===== src/sv/csc_pkg.sv =====
`default_nettype none
package csc_pkg;

    localparam int NUM_CELLS = 64;
    localparam int SAMP_W    = 16;
    localparam int PROD_W    = 33;
    localparam int PSUM_W    = 39;
    localparam int SHIFT_Q   = 15;
    localparam int ABS_W     = PSUM_W - SHIFT_Q;
    localparam int SQ_W      = 2 * ABS_W;
    localparam int RAD_W     = 50;
    localparam int ROOT_W    = RAD_W / 2;
    localparam int MAG_W     = 22;
    localparam int CFG_W     = 7;
    localparam int CNT_W     = 7;
    localparam int TAP_IDX_W = 6;
    localparam int SUM_CYCLES = NUM_CELLS + 2;

    localparam logic [ROOT_W-1:0] MAG_MAX = ROOT_W'(4194303);

    localparam logic CFG_WORD_LENGTH  = 1'b0;
    localparam logic CFG_REPEAT_COUNT = 1'b1;

    localparam logic ACT_SAMPLE = 1'b0;
    localparam logic ACT_TAP    = 1'b1;

    typedef struct packed {
        logic signed [SAMP_W-1:0] im;
        logic signed [SAMP_W-1:0] re;
    } cplx_t;

    typedef struct packed {
        logic signed [PSUM_W-1:0] im;
        logic signed [PSUM_W-1:0] re;
    } psum_t;

    typedef enum logic [2:0] {
        ST_IDLE,
        ST_LOAD,
        ST_SUM,
        ST_ABS,
        ST_SQR,
        ST_START,
        ST_ROOT,
        ST_DONE
    } state_t;

endpackage
`default_nettype wire


===== src/sv/csc_isqrt.sv =====
`default_nettype none
module csc_isqrt
    import csc_pkg::*;
(
    input  wire logic             aclk,
    input  wire logic             aresetn,
    input  wire logic             start,
    input  wire logic [RAD_W-1:0] radicand,
    output logic                  done,
    output logic [ROOT_W-1:0]     root
);

    localparam int STEP_W = $clog2(ROOT_W);

    logic [RAD_W-1:0]  v_reg, res_reg, bit_reg;
    logic [RAD_W-1:0]  v_next, res_next, bit_next, trial;
    logic [STEP_W-1:0] step_reg, step_next;
    logic              busy_reg, busy_next, done_reg, done_next;

    assign trial = res_reg + bit_reg;

    // one result bit per cycle, digit-by-digit
    always_comb begin
        v_next    = v_reg;
        res_next  = res_reg;
        bit_next  = bit_reg;
        step_next = step_reg;
        busy_next = busy_reg;
        done_next = 1'b0;
        if (start) begin
            v_next    = radicand;
            res_next  = '0;
            bit_next  = RAD_W'(1) << (RAD_W - 2);
            step_next = '0;
            busy_next = 1'b1;
        end else if (busy_reg) begin
            if (v_reg >= trial) begin
                v_next   = v_reg - trial;
                res_next = (res_reg >> 1) + bit_reg;
            end else begin
                res_next = res_reg >> 1;
            end
            bit_next  = bit_reg >> 2;
            step_next = step_reg + STEP_W'(1);
            if (step_reg == STEP_W'(ROOT_W - 1)) begin
                busy_next = 1'b0;
                done_next = 1'b1;
            end
        end
    end

    always_ff @(posedge aclk) begin
        if (!aresetn) begin
            busy_reg <= 1'b0;
            done_reg <= 1'b0;
            step_reg <= '0;
        end else begin
            busy_reg <= busy_next;
            done_reg <= done_next;
            step_reg <= step_next;
        end
    end

    always_ff @(posedge aclk) begin
        v_reg   <= v_next;
        res_reg <= res_next;
        bit_reg <= bit_next;
    end

    assign done = done_reg;
    assign root = res_reg[ROOT_W-1:0];

endmodule
`default_nettype wire


===== config.mk =====
export PLATFORM = sky130hd
export DESIGN_NAME = csc_isqrt
export DESIGN_NICKNAME = d
export VERILOG_FILES = /design/src/sv/csc_pkg.sv /design/src/sv/csc_isqrt.sv
export SDC_FILE = /design/constraint.sdc
export NUM_CORES = 1
export LEC_CHECK = 0
export BUFFER_PORTS_ARGS = -buffer_cell sky130_fd_sc_hd__buf_4
export CORE_UTILIZATION = 30
export DETAILED_ROUTE_END_ITERATION = 12
export GPL_TIMING_DRIVEN = 1
export PLACE_DENSITY_LB_ADDON = 0.25
export SLEW_MARGIN = 15
export SYNTH_ARGS = -nofsm -noshare
export SYNTH_HDL_FRONTEND = slang
export SYNTH_SLANG_ARGS = --single-unit
export TNS_END_PERCENT = 100

===== constraint.sdc =====
create_clock -name aclk -period 11.9 [get_ports aclk]
set_input_delay 3.57 -clock aclk [delete_from_list [all_inputs] [get_ports aclk]]
set_output_delay 3.57 -clock aclk [all_outputs]
set_load 0.05 [all_outputs]

# == Word level (Yosys, flattened, before mapping) ==
# Cells that the tools add are included.
# word_totals
regBits,132
out_inout_bits,26
elab_cells,27
# op_classes
add_sub_neg,4
order_cmp,1
eq_ne,1
n_mux,8
bitwise,2
reduce_logical,5
# op_table
op,n
50-bit two-way mux,4
49-bit by 49-bit adder with 50-bit output,1
50-bit by 49-bit adder with 50-bit output,1
50-bit greater-or-equal comparator,1
50-bit subtractor,1
"5-bit by 1-bit adder with 5-bit output, second input constant",1
"5-bit equality test, second input constant",1
1-bit two-way mux,4
2-bit nonzero test,2
3-bit OR reduction,1
1-bit inverter,2
2-bit AND reduction,1
2-bit OR reduction,1

# == Depth between registers and ports, before layout ==
# depth
depth_word,5
mapped_depth,24

# == Worst setup path before layout ==
# Ideal clock, no wire load.
# synth_path
path_kind,register -> register
start,reg res_reg[0]
end,reg v_reg[0] (enable)
setup_time_ns,0.527
arrival_time_ns,8.064
required_time_ns,11.373
slack_ns,3.309
path_stages_with_launch,24
n_path_buf,3
period_less_slack_ns,8.591
path_cell_list,dfxtp_1 ha_1 ha_1 a21oi_1 o31ai_1 and2b_1 a2111oi_0 o32ai_1 o311ai_1 a21oi_1 o21ai_0 xor2_1 ha_1 buf_2 and4_4 and4_4 and4_1 a41oi_1 o21a_2 a211oi_4 nor2_2 buf_6 buf_2 o21ai_0
# synth_via
elab_chain_len,4
# synth_rtl
item,line_no,source
start: declaration,csc_isqrt.sv:15,"logic [RAD_W-1:0] v_reg, res_reg, bit_reg;"
start signal: assignment,csc_isqrt.sv:66,res_reg <= res_next;
50-bit by 49-bit adder with 50-bit output,csc_isqrt.sv:20,assign trial = res_reg + bit_reg;
50-bit greater-or-equal comparator,csc_isqrt.sv:37,if (v_reg >= trial) begin
2-bit nonzero test (no source line),-,
2-bit AND reduction (no source line),-,
end signal: assignment,csc_isqrt.sv:65,v_reg <= v_next;
end: declaration,csc_isqrt.sv:15,
# No other way between the ends.
# A chain may end at the register's enable or synchronous reset.

# == Final worst setup path ==
# layout_path
start,reg res_reg[2]
end,reg res_reg[47]
# layout_via
elab_chain_len,3
# layout_rtl
item,line_no
50-bit by 49-bit adder with 50-bit output,csc_isqrt.sv:20
50-bit greater-or-equal comparator,csc_isqrt.sv:37
50-bit two-way mux *,csc_isqrt.sv:37
# Every way passes the cells marked *; elsewhere a longest branch is shown, timed or not.

==> out/qor.yml <==
drtAntennaViolNets: 0
wl_per_cell_um: 18.2
utilization_pct: 34.2
globalRouteTotalUtil_pct: 18.1
ys_types: 78
leakage_nw: 5.10
clk_pin_slew_ns: 0.06
start_util_pct: 30.6
multi_input_area_um2: 8150
coreArea_um2: 38900
synth_area_um2: 11900
crit_arrival_ns: 7.61
dpl_cell_area_um2: 12700
worstHoldPathType: "flop to flop"
syn_nets: 1657
place_congestion: 0.876
hold_viol: 0
hold_ws_ns: 0.505
cp-start-kind: "flop"
antenna_found_initial: 0
crit_required_ns: 12.24
rows: 72
ys_seq_elements: 132
relSlewSlack_pct: 25.3
fin_nets: 1661
layout_commonest_cell: "nand2_1"
powerDensity_nw_per_um2: 237
hold_buffers: 0
rsz0062_at_grt: "false"
cts_setup_buffers: 0
worstMarginPinSlew_ns: 1.12
grt_pass1_wl_um: 58500
first_pass_iters: 5
drv_slew: 0
regArea_um2: 3150
path_max_fanout: 22
design_area_um2: 13300
clock_latency_ns: 0.44
drt-initial-drc-count: 779
tns_ns: 0
regToRegSetupSlack_ns: 4.63
fin_cells: 2034
cts_buffer_depth: 2
grt_max_degree: 81
dieArea_um2: 40500
cap_violations: 0
synth_area_per_cell_um2: 7.95
syn_inst: 1499
diodes: 0
setup_viol: 0
final_cell_mix: "166 x nand2_1, 147 x nor2_1, 130 x o21ai_0, 104 x ha_1, 98 x a21oi_1"
cts_tree: "yes"
critPathKind: "flop to flop"
dp.cells: 2002
area_growth_pct: 11.8
die_x_um: 201
ys_seq_area_share_pct: 26.4
ios: 79
crit_path_end_kind: "flop"
fin_skew_ns: 0.0124
root_buffer: "clkbuf_16"
vias: 11200
layout-drive-gt1-share_pct: 10.5
drcViolationCount: 0
grt-ovfl-total: 0
finalCritPeriodShare_pct: 61.1
ys_warn_count: 0
via_per_inst: 5.51
yosysTopAreaCellShare_pct: 13.8
clock.fmax_mhz: 137
drt-total-wl_um: 37000
port_buffers: 78
synthFlopType: "dfxtp_1"
async_flop_share_pct: 0
htreeDepth: 4
fill_cells: 4155
yosysTopAreaCell: "dfxtp_1"
hpwlAfterDp_um: 27600
die_h_um: 201
cts_resized: 0
synthTopCellsByArea: "dfxtp_1 14%, edfxtp_1 13%, ha_1 11%"
period_minus_slack_ns: 7.27
clock_sinks: 132
status: "finished clean"
ir_drop_mv: 0.170
synth_edf_count: 50
grt_pass1_vias: 10500
cts_inserted_buffers: 17
[path summary, 6_finish.rpt]
kind                      startpoint                  endpoint  cells past startpoint
max          res_reg[2]$_SDFFE_PP0P_  res_reg[47]$_SDFFE_PP0P_                     20
min          res_reg[0]$_SDFFE_PP0P_   res_reg[0]$_SDFFE_PP0P_                      2
max reg2reg  res_reg[2]$_SDFFE_PP0P_  res_reg[47]$_SDFFE_PP0P_                     20
min reg2reg  res_reg[0]$_SDFFE_PP0P_   res_reg[0]$_SDFFE_PP0P_                      2
[final cells by class]
cell class	instances	area share [%]
Clock buffer	20	3.60
Timing Repair Buffer	83	4.68
Clock inverter	12	0.930
Tap cell	518	4.87
Inverter	41	1.16
Multi-Input combinational cell	1228	61.1
Sequential cell	132	23.6
[layer usage]
metal	routed length, um	up-vias	GRT usage, %
li1	-	5565	-
met1	18000	5360	24.7
met2	17300	260	30.1
met3	1300	26	2.43
met4	358	0	4.14
met5	0	-	0
[logic make-up (layout without fill, tap and decap cells)]
kind of cell | count (synthesis) | count (layout) | share of synthesized area (%)
AO/OA/AOI/OAI | 484 | 484 | 26.4
AND/OR/NAND/NOR | 483 | 483 | 18.6
buffers and inverters | 139 | 156 | 5.42
flip-flops | 132 | 132 | 26.4
adder cells (fa/ha/maj) | 105 | 105 | 11.1
XOR/XNOR | 105 | 105 | 7.72
multiplexers | 51 | 51 | 4.39
[metrics by stage]
step / total power [mW] / worst slack [ns]
2_1_floorplan: 2.16 / 3.31
3_3_place_gp: 2.58 / 4.96
3_5_place_dp: 2.59 / 4.79
4_1_cts: 3.16 / 4.74
5_1_grt: 3.42 / 4.17
6_report: 3.16 / 4.63
[power breakdown]
group	total [mW]	internal [mW]	switching, mW
clock	0.557	0.333	0.225
sequential	0.748	0.631	0.117
combinational	1.86	0.696	1.16
[cell usage after synthesis (all sizes together) (7+ instances only)]
library cell / instances
a211oi: 22
a21o: 35
a21oi: 99
a221oi: 7
a311oi: 18
a31o: 13
a31oi: 47
and2: 7
and3: 9
and4: 7
buf: 45
clkbuf: 53
dfxtp: 82
edfxtp: 50
ha: 104
inv: 41
mux2: 10
mux2i: 41
nand2: 166
nand3: 23
nand4: 23
nor2: 148
nor2b: 12
nor3: 39
nor4: 9
o211ai: 12
o21a: 8
o21ai: 134
o21bai: 10
o31ai: 22
o32ai: 8
or3: 16
xnor2: 51
xor2: 54
[critical path, stage by stage (launching register included)]
cell	delay, ns
dfxtp_1	0.45
ha_1	0.32
a311oi_1	0.29
o31a_1	0.27
o31ai_2	0.16
a2111oi_2	0.51
o31ai_2	0.22
a211oi_1	0.73
o21ai_0	0.28
a21oi_1	0.24
xor2_1	0.19
ha_1	0.37
nand4_1	0.29
nor3_1	0.08
and4_1	0.20
a41oi_1	0.26
a21boi_0	0.34
a21o_1	0.47
nand2_1	0.77
and4_1	0.51
nor4_1	0.21
Power figures use the tool's default switching activity.
