==> src/sv/csc_pkg.sv <==
`default_nettype none
package csc_pkg;

    localparam int NUM_CELLS = 64;
    localparam int SAMP_W    = 16;
    localparam int PROD_W    = 33;
    localparam int PSUM_W    = 39;
    localparam int SHIFT_Q   = 15;
    localparam int ABS_W     = PSUM_W - SHIFT_Q;
    localparam int SQ_W      = 2 * ABS_W;
    localparam int RAD_W     = 50;
    localparam int ROOT_W    = RAD_W / 2;
    localparam int MAG_W     = 22;
    localparam int CFG_W     = 7;
    localparam int CNT_W     = 7;
    localparam int TAP_IDX_W = 6;
    localparam int SUM_CYCLES = NUM_CELLS + 2;

    localparam logic [ROOT_W-1:0] MAG_MAX = ROOT_W'(4194303);

    localparam logic CFG_WORD_LENGTH  = 1'b0;
    localparam logic CFG_REPEAT_COUNT = 1'b1;

    localparam logic ACT_SAMPLE = 1'b0;
    localparam logic ACT_TAP    = 1'b1;

    typedef struct packed {
        logic signed [SAMP_W-1:0] im;
        logic signed [SAMP_W-1:0] re;
    } cplx_t;

    typedef struct packed {
        logic signed [PSUM_W-1:0] im;
        logic signed [PSUM_W-1:0] re;
    } psum_t;

    typedef enum logic [2:0] {
        ST_IDLE,
        ST_LOAD,
        ST_SUM,
        ST_ABS,
        ST_SQR,
        ST_START,
        ST_ROOT,
        ST_DONE
    } state_t;

endpackage
`default_nettype wire

==> src/sv/csc_cell.sv <==
`default_nettype none
module csc_cell
    import csc_pkg::*;
(
    input  wire logic  aclk,
    input  wire logic  aresetn,
    input  wire logic  samp_shift,
    input  wire cplx_t samp_in,
    output cplx_t      samp_out,
    input  wire logic  tap_shift,
    input  wire cplx_t tap_in,
    output cplx_t      tap_out,
    input  wire logic  active,
    input  wire psum_t psum_in,
    output psum_t      psum_out
);

    cplx_t samp_reg;
    cplx_t tap_reg;
    logic signed [PROD_W-1:0] prod_re_reg, prod_im_reg;
    logic signed [PROD_W-1:0] prod_re_next, prod_im_next;
    logic signed [2*SAMP_W-1:0] p_rr, p_ii, p_ir, p_ri;
    psum_t psum_reg;

    assign p_rr = samp_reg.re * tap_reg.re;
    assign p_ii = samp_reg.im * tap_reg.im;
    assign p_ir = samp_reg.im * tap_reg.re;
    assign p_ri = samp_reg.re * tap_reg.im;

    // x * conj(t); cells beyond the active length contribute nothing
    always_comb begin
        prod_re_next = '0;
        prod_im_next = '0;
        if (active) begin
            prod_re_next = PROD_W'(p_rr) + PROD_W'(p_ii);
            prod_im_next = PROD_W'(p_ir) - PROD_W'(p_ri);
        end
    end

    always_ff @(posedge aclk) begin
        if (!aresetn) begin
            samp_reg    <= '0;
            prod_re_reg <= '0;
            prod_im_reg <= '0;
            psum_reg    <= '0;
        end else begin
            if (samp_shift) begin
                samp_reg <= samp_in;
            end
            prod_re_reg <= prod_re_next;
            prod_im_reg <= prod_im_next;
            psum_reg.re <= psum_in.re + PSUM_W'(prod_re_reg);
            psum_reg.im <= psum_in.im + PSUM_W'(prod_im_reg);
        end
    end

    always_ff @(posedge aclk) begin
        if (tap_shift) begin
            tap_reg <= tap_in;
        end
    end

    assign samp_out = samp_reg;
    assign tap_out  = tap_reg;
    assign psum_out = psum_reg;

endmodule
`default_nettype wire

==> config.mk <==
export PLATFORM = sky130hd
export DESIGN_NAME = csc_cell
export DESIGN_NICKNAME = d
export VERILOG_FILES = /design/src/sv/csc_pkg.sv /design/src/sv/csc_cell.sv
export SDC_FILE = /design/constraint.sdc
export NUM_CORES = 2
export LEC_CHECK = 0
export BUFFER_PORTS_ARGS = -buffer_cell sky130_fd_sc_hd__buf_4
export CAP_MARGIN = 20
export CORE_MARGIN = 2
export CORE_UTILIZATION = 50
export CTS_BUF_LIST = sky130_fd_sc_hd__clkbuf_16
export CTS_CLUSTER_SIZE = 20
export DETAILED_ROUTE_END_ITERATION = 8
export PLACE_DENSITY = 0.76
export SETUP_SLACK_MARGIN = 0.15
export SYNTH_ARGS = -nofsm -noshare
export SYNTH_HDL_FRONTEND = slang
export SYNTH_SLANG_ARGS = --single-unit
==> constraint.sdc <==
create_clock -name aclk -period 6.9 [get_ports aclk]
set_input_delay 0.69 -clock aclk [delete_from_list [all_inputs] [get_ports aclk]]
set_output_delay 0.69 -clock aclk [all_outputs]
set_load 0.05 [all_outputs]
Word level (Yosys, flattened, before mapping)

Index checks and enable logic that the tools add are counted.

$add $sub $neg: 4
Multiply operators: 4
Divide/modulo/power cells: 0
Order comparisons: 0
Equal/unequal tests: 0
Shifts and indexed selects: 0
Muxes and demuxes: 0
Bitwise operators: 0
Reductions and logical operators: 1

Operators by type and width:

| kind                                           | number |
|---|---|
| 16-bit by 16-bit multiplier with 32-bit output | 4 |
| 39-bit by 33-bit adder with 39-bit output      | 2 |
| 32-bit by 32-bit adder with 33-bit output      | 1 |
| 32-bit by 32-bit subtractor with 33-bit output | 1 |
| 2-bit AND reduction                            | 1 |

Flip-flop bits (word level): 208
Bits in latches: 0
RAM bits: 0
Memory bits (read-only): 0
Bits of input ports: 147
Output and inout port bits: 142
Word-level logic and storage cells: 17
Memories kept: 0

Depth between registers and ports, before layout

Depth in word-level cells: 2
Mapped depth: 30
Mapped depth without buffers: 28

Worst setup path after synthesis

Ideal clock, no wire load.

Kind: flip-flop to flip-flop
Start: register tap_reg, in the netlist tap_out[16]
End: register prod_im_reg[31]
Library setup time: 0.132 ns
Data arrival time: 7.808 ns
Data required time: 6.768 ns
Setup slack: -1.040 ns
Cell stages (with the launch flop): 28
Path buffers: 2
Period minus slack after synthesis: 7.940 ns
Cell sequence: edfxtp_1 > clkbuf_1 > nand2_1 > inv_1 > fa_1 > inv_1 > fa_1 > inv_1 > fa_1 > inv_1 > fa_1 > fa_1 > fa_1 > fa_1 > inv_1 > fa_1 > inv_1 > ha_1 > clkbuf_1 > a21o_1 > a311o_1 > a21oi_2 > o21a_1 > o41ai_2 > a2111o_1 > a2111oi_2 > or3_1 > a21oi_1

Cells in the longest elaborated chain, start to end: 2

RTL lines:

| what                                           | line           | text |
|---|---|---|
| start: declaration                             | csc_cell.sv:19 | `cplx_t tap_reg;` |
| start signal: assignment                       | csc_cell.sv:59 | `tap_reg <= tap_in;` |
| 16-bit by 16-bit multiplier with 32-bit output | csc_cell.sv:28 | `assign p_ri = samp_reg.re * tap_reg.im;` |
| 32-bit by 32-bit subtractor with 33-bit output | csc_cell.sv:36 | `prod_im_next = PROD_W'(p_ir) - PROD_W'(p_ri);` |
| end signal: assignment                         | csc_cell.sv:51 | `prod_im_reg <= prod_im_next;` |
| end: declaration                               | csc_cell.sv:20 | `logic signed [PROD_W-1:0] prod_re_reg, prod_im_reg;` |

Every way passes these cells.
A chain may end at the register's enable or synchronous reset.

Final worst setup path

Start: register tap_reg, in the netlist tap_out[1]
End: register prod_im_reg[31]

Cells in the longest elaborated chain, start to end: 2

RTL lines:

| what                                           | line           | text |
|---|---|---|
| 16-bit by 16-bit multiplier with 32-bit output | csc_cell.sv:27 | `assign p_ir = samp_reg.im * tap_reg.re;` |
| 32-bit by 32-bit subtractor with 33-bit output | csc_cell.sv:36 |  |

Every way passes these cells.

==> results.yml <==
clock_network:
  clock_tree.root_cell: "sky130_fd_sc_hd__clkbuf_16"
  cts_sinks: 208
  cts_made_buffers: 30
  buffer_depth_of_the_longest_clock_path: 3
  h-tree-depth: 1
  clkLatencyLatePin_ps: 640
  cts_tree: "yes"
  clk_pin_slew_ps: 70
  holdBufCountCts: 0
flow_run:
  cap_violations: 0
synthesis:
  synth_area_leader_cell: "sky130_fd_sc_hd__fa_1"
  synth_seq_area_share_pct: 9.03
  mappedNetlistNets: 6972
  synth-xor-area-share_pct: 2.54
  synth_area_in_compound_gates_pct: 4.98
  synth.ff_latch_count: 208
  dominantRegCellSynth: "sky130_fd_sc_hd__dfxtp_1"
  largest_family_of_logic_cells_by_synthesized_area: "adder cells"
  synth_top_cell_area_share_pct: 47.4
  synthAdderAreaFrac_pct: 57.1
  yosys_warnings: 0
  count_of_mapped_cells_out_of_synthesis: 5264
  synth.avg_cell_area_um2: 9.43
  synthArstFlopShare_pct: 0
  synthesis.area_um2: 49700
  synth_enable_flop_cells: 32
  synthTopCellsByArea: "sky130_fd_sc_hd__fa_1 (47%), sky130_fd_sc_hd__inv_1 (9.8%), sky130_fd_sc_hd__ha_1 (9.7%)"
  number_of_unique_standard_cell_types_used_by_synthesis: 75
  yosys.area_share.simple_pct: 14.0
  muxShareOfSynthArea_pct: 0.786
layout:
  final_net_count: 7615
  final_layout_size_suffix_gt1_share_pct: 18.7
  synthToLayoutAreaGrowth_pct: 19.4
  post-route-util_pct: 60.2
  largest_register_ff_count: 78
grt:
  grt.met2_usage_pct: 45.7
  grt-busiest-layer: "met2"
  grt_pass1_wl_um: 221000
  globalRouteMet3Util_pct: 4.59
  grt_overflow: 0
  global_route_usage_over_all_layers_pct: 27.7
  gr_met1_demand_resource_pct: 36.7
  antenna_found_initial: 5
  grt_max_degree: 57
  first_global_vias: 41300
place:
  dpl_worst_slack_ps: -777
  dp_hpwl_um: 113000
  routabilityCongestion: 0.937
  numPortBuffers: 288
run_status:
  failing_checks: "negative setup slack"
  status: "finished, violations left"
setup_path:
  critPathLaunchType: "flop"
  critPathLaunch: "tap_out[1]"
  worst_r2r_endpoint: "prod_im_reg[31]"
  cp.required_ps: 7470
  critical_path.max_stage_delay_ps: 560
  internal_reg_to_reg_setup_slack_ps: -660
  crit_family: "adder cells"
  critical_path_depth: 26
  critPathArrivalTime_ps: 8130
  reg2reg_depth: 26
  critical_path_destination: "prod_im_reg[31]"
  worstSetupPathType: "flop to flop"
  critPathMaxFanout: 6
  critical_path_buf_inv_count: 10
  path_common_cell: "sky130_fd_sc_hd__fa_1"
  r2r_start: "tap_out[1]"
  setup.worst_path.end_class: "flop"
  worst_path_slowest_cell: "sky130_fd_sc_hd__fa_1"
floorplanning:
  die_w_um: 319
  design.portCount: 289
  core-area_um2: 98400
  initial_core_util_pct: 50.5
  chipHeight_um: 319
  row_count: 115
  fp.dieArea_um2: 102000
timing:
  clock-skew-final_ps: 24.9
  max_freq_mhz: 132
  setup_viol: 32
  rsz0062_at_grt: "yes"
  final_min_period_over_clock_period_pct: 110
  timing.final.max_slew_violations: 0
  hold-worst-slack_ps: 221
  final.min_clock_period_ps: 7560
  timing.setup.tns_ps: -10950
  worstMarginPinSlew_ps: 927
  finalHoldViolCount: 0
  relSlewSlack_pct: 38.2
  setup_slack_ps: -661
hold_path:
  hp-class: "input pin to flop"
drt:
  remaining_drc_errors: 0
  route.antenna.remaining_nets: 0
  vias_per_cell: 5.21
  first_drt_iteration_drcs: 2719
  route.final.wire_length_um: 136000
  drt-wirelength-per-cell_um: 18.8
  firstDrtPassIters: 6
  total_via_count_in_the_routed_design: 37600
-- Yosys cell counts (18+ instances only) --
library cell and instances:
sky130_fd_sc_hd__nand2b_1 45, sky130_fd_sc_hd__and2_1 493, sky130_fd_sc_hd__xor2_1 52, sky130_fd_sc_hd__fa_1 1175
sky130_fd_sc_hd__mux2i_1 39, sky130_fd_sc_hd__a21oi_1 100, sky130_fd_sc_hd__clkbuf_1 215, sky130_fd_sc_hd__edfxtp_1 32
sky130_fd_sc_hd__a31oi_1 18, sky130_fd_sc_hd__dfxtp_1 176, sky130_fd_sc_hd__nand3_1 23, sky130_fd_sc_hd__and3_1 24
sky130_fd_sc_hd__o21ai_0 51, sky130_fd_sc_hd__nor2_1 217, sky130_fd_sc_hd__nor3_1 24, sky130_fd_sc_hd__nand2_1 541
sky130_fd_sc_hd__a21o_1 72, sky130_fd_sc_hd__inv_1 1295, sky130_fd_sc_hd__xnor2_1 92, sky130_fd_sc_hd__o21a_1 22
sky130_fd_sc_hd__ha_1 386
-- worst register-to-register path: stages (launching register included) --
cell and delay [ps]:
sky130_fd_sc_hd__edfxtp_1 520, sky130_fd_sc_hd__buf_6 180, sky130_fd_sc_hd__and2_4 160, sky130_fd_sc_hd__fa_1 560, sky130_fd_sc_hd__inv_2 70, sky130_fd_sc_hd__buf_6 110, sky130_fd_sc_hd__fa_1 480, sky130_fd_sc_hd__inv_1 50
sky130_fd_sc_hd__fa_1 480, sky130_fd_sc_hd__inv_1 50, sky130_fd_sc_hd__fa_1 490, sky130_fd_sc_hd__inv_2 40, sky130_fd_sc_hd__fa_1 550, sky130_fd_sc_hd__fa_1 440, sky130_fd_sc_hd__fa_1 510, sky130_fd_sc_hd__inv_1 50
sky130_fd_sc_hd__fa_1 510, sky130_fd_sc_hd__inv_2 50, sky130_fd_sc_hd__ha_4 290, sky130_fd_sc_hd__buf_4 120, sky130_fd_sc_hd__nand4_1 210, sky130_fd_sc_hd__buf_4 230, sky130_fd_sc_hd__o41ai_4 530, sky130_fd_sc_hd__a2111o_1 300
sky130_fd_sc_hd__a2111oi_4 90, sky130_fd_sc_hd__or3_1 320, sky130_fd_sc_hd__a21oi_1 130
-- through the flow --
stage          area (um^2)  instances
2_1_floorplan        50100       5264
3_3_place_gp         57000       7108
3_5_place_dp         57000       7108
4_1_cts              58900       7198
5_1_grt              59300       7218
6_report             59300       7220
-- how the worst min path moves through the flow --
stage | startpoint | end | cells past startpoint
finish | tap_in[26] | tap_out[26] | 1
global route | tap_in[26] | tap_out[26] | 1
CTS | tap_in[26] | tap_out[26] | 1
detailed placement | prod_re_reg[0] | psum_out[0] | 2
global placement | prod_im_reg[0] | psum_out[39] | 2
floorplan | prod_re_reg[0] | psum_out[0] | 2
-- timing repair --
| item | in CTS | in global routing |
|---|---|---|
| endpoints found under the setup margin | 40 | 43 |
| resized for setup | 167 | 50 |
| setup buffers | 32 | 18 |
| hold endpoints to repair | 0 | 0 |
| cloned | 2 | 2 |
| pin swaps | 119 | 51 |
-- final cells by class --
| class | count | area, um^2 |
|---|---|---|
| Sequential cell | 208 | 4530 |
| Inverter | 1297 | 4880 |
| Multi-Input combinational cell | 3535 | 40300 |
| Fill cell | 8156 | 39100 |
| Timing Repair Buffer | 835 | 7010 |
| Clock inverter | 24 | 165 |
| Clock buffer | 32 | 801 |
| Antenna cell | 2 | 5.00 |
| Tap cell | 1287 | 1610 |
-- logic make-up after synthesis --
logic type / after synthesis
XOR/XNOR: 144
buffers and inverters: 1521
adder cells (fa/ha/maj): 1561
AO/OA/AOI/OAI: 367
multiplexers: 39
flip-flops: 208
AND/OR/NAND/NOR: 1424
-- layout by cell type, fill, tap and decap left out, types with 78 or more instances in the layout --
cell type and count:
sky130_fd_sc_hd__fa_1 1153, sky130_fd_sc_hd__inv_1 1268, sky130_fd_sc_hd__dfxtp_1 149, sky130_fd_sc_hd__buf_4 754, sky130_fd_sc_hd__xnor2_1 90, sky130_fd_sc_hd__and2_1 469
sky130_fd_sc_hd__a21oi_1 78, sky130_fd_sc_hd__nand2_1 528, sky130_fd_sc_hd__nor2_1 215, sky130_fd_sc_hd__ha_1 363
-- per-layer routing --
| metal | routed length [um] | vias to the layer above |
|---|---|---|
| li1 | - | 16700 |
| met5 | 20 | - |
| met1 | 53400 | 19100 |
| met2 | 65200 | 1480 |
| met4 | 5810 | 4 |
| met3 | 11500 | 274 |
Power is left out: the tool's default activity adds up to more than one toggle a clock period on the data nets, which glitch-free logic cannot reach.
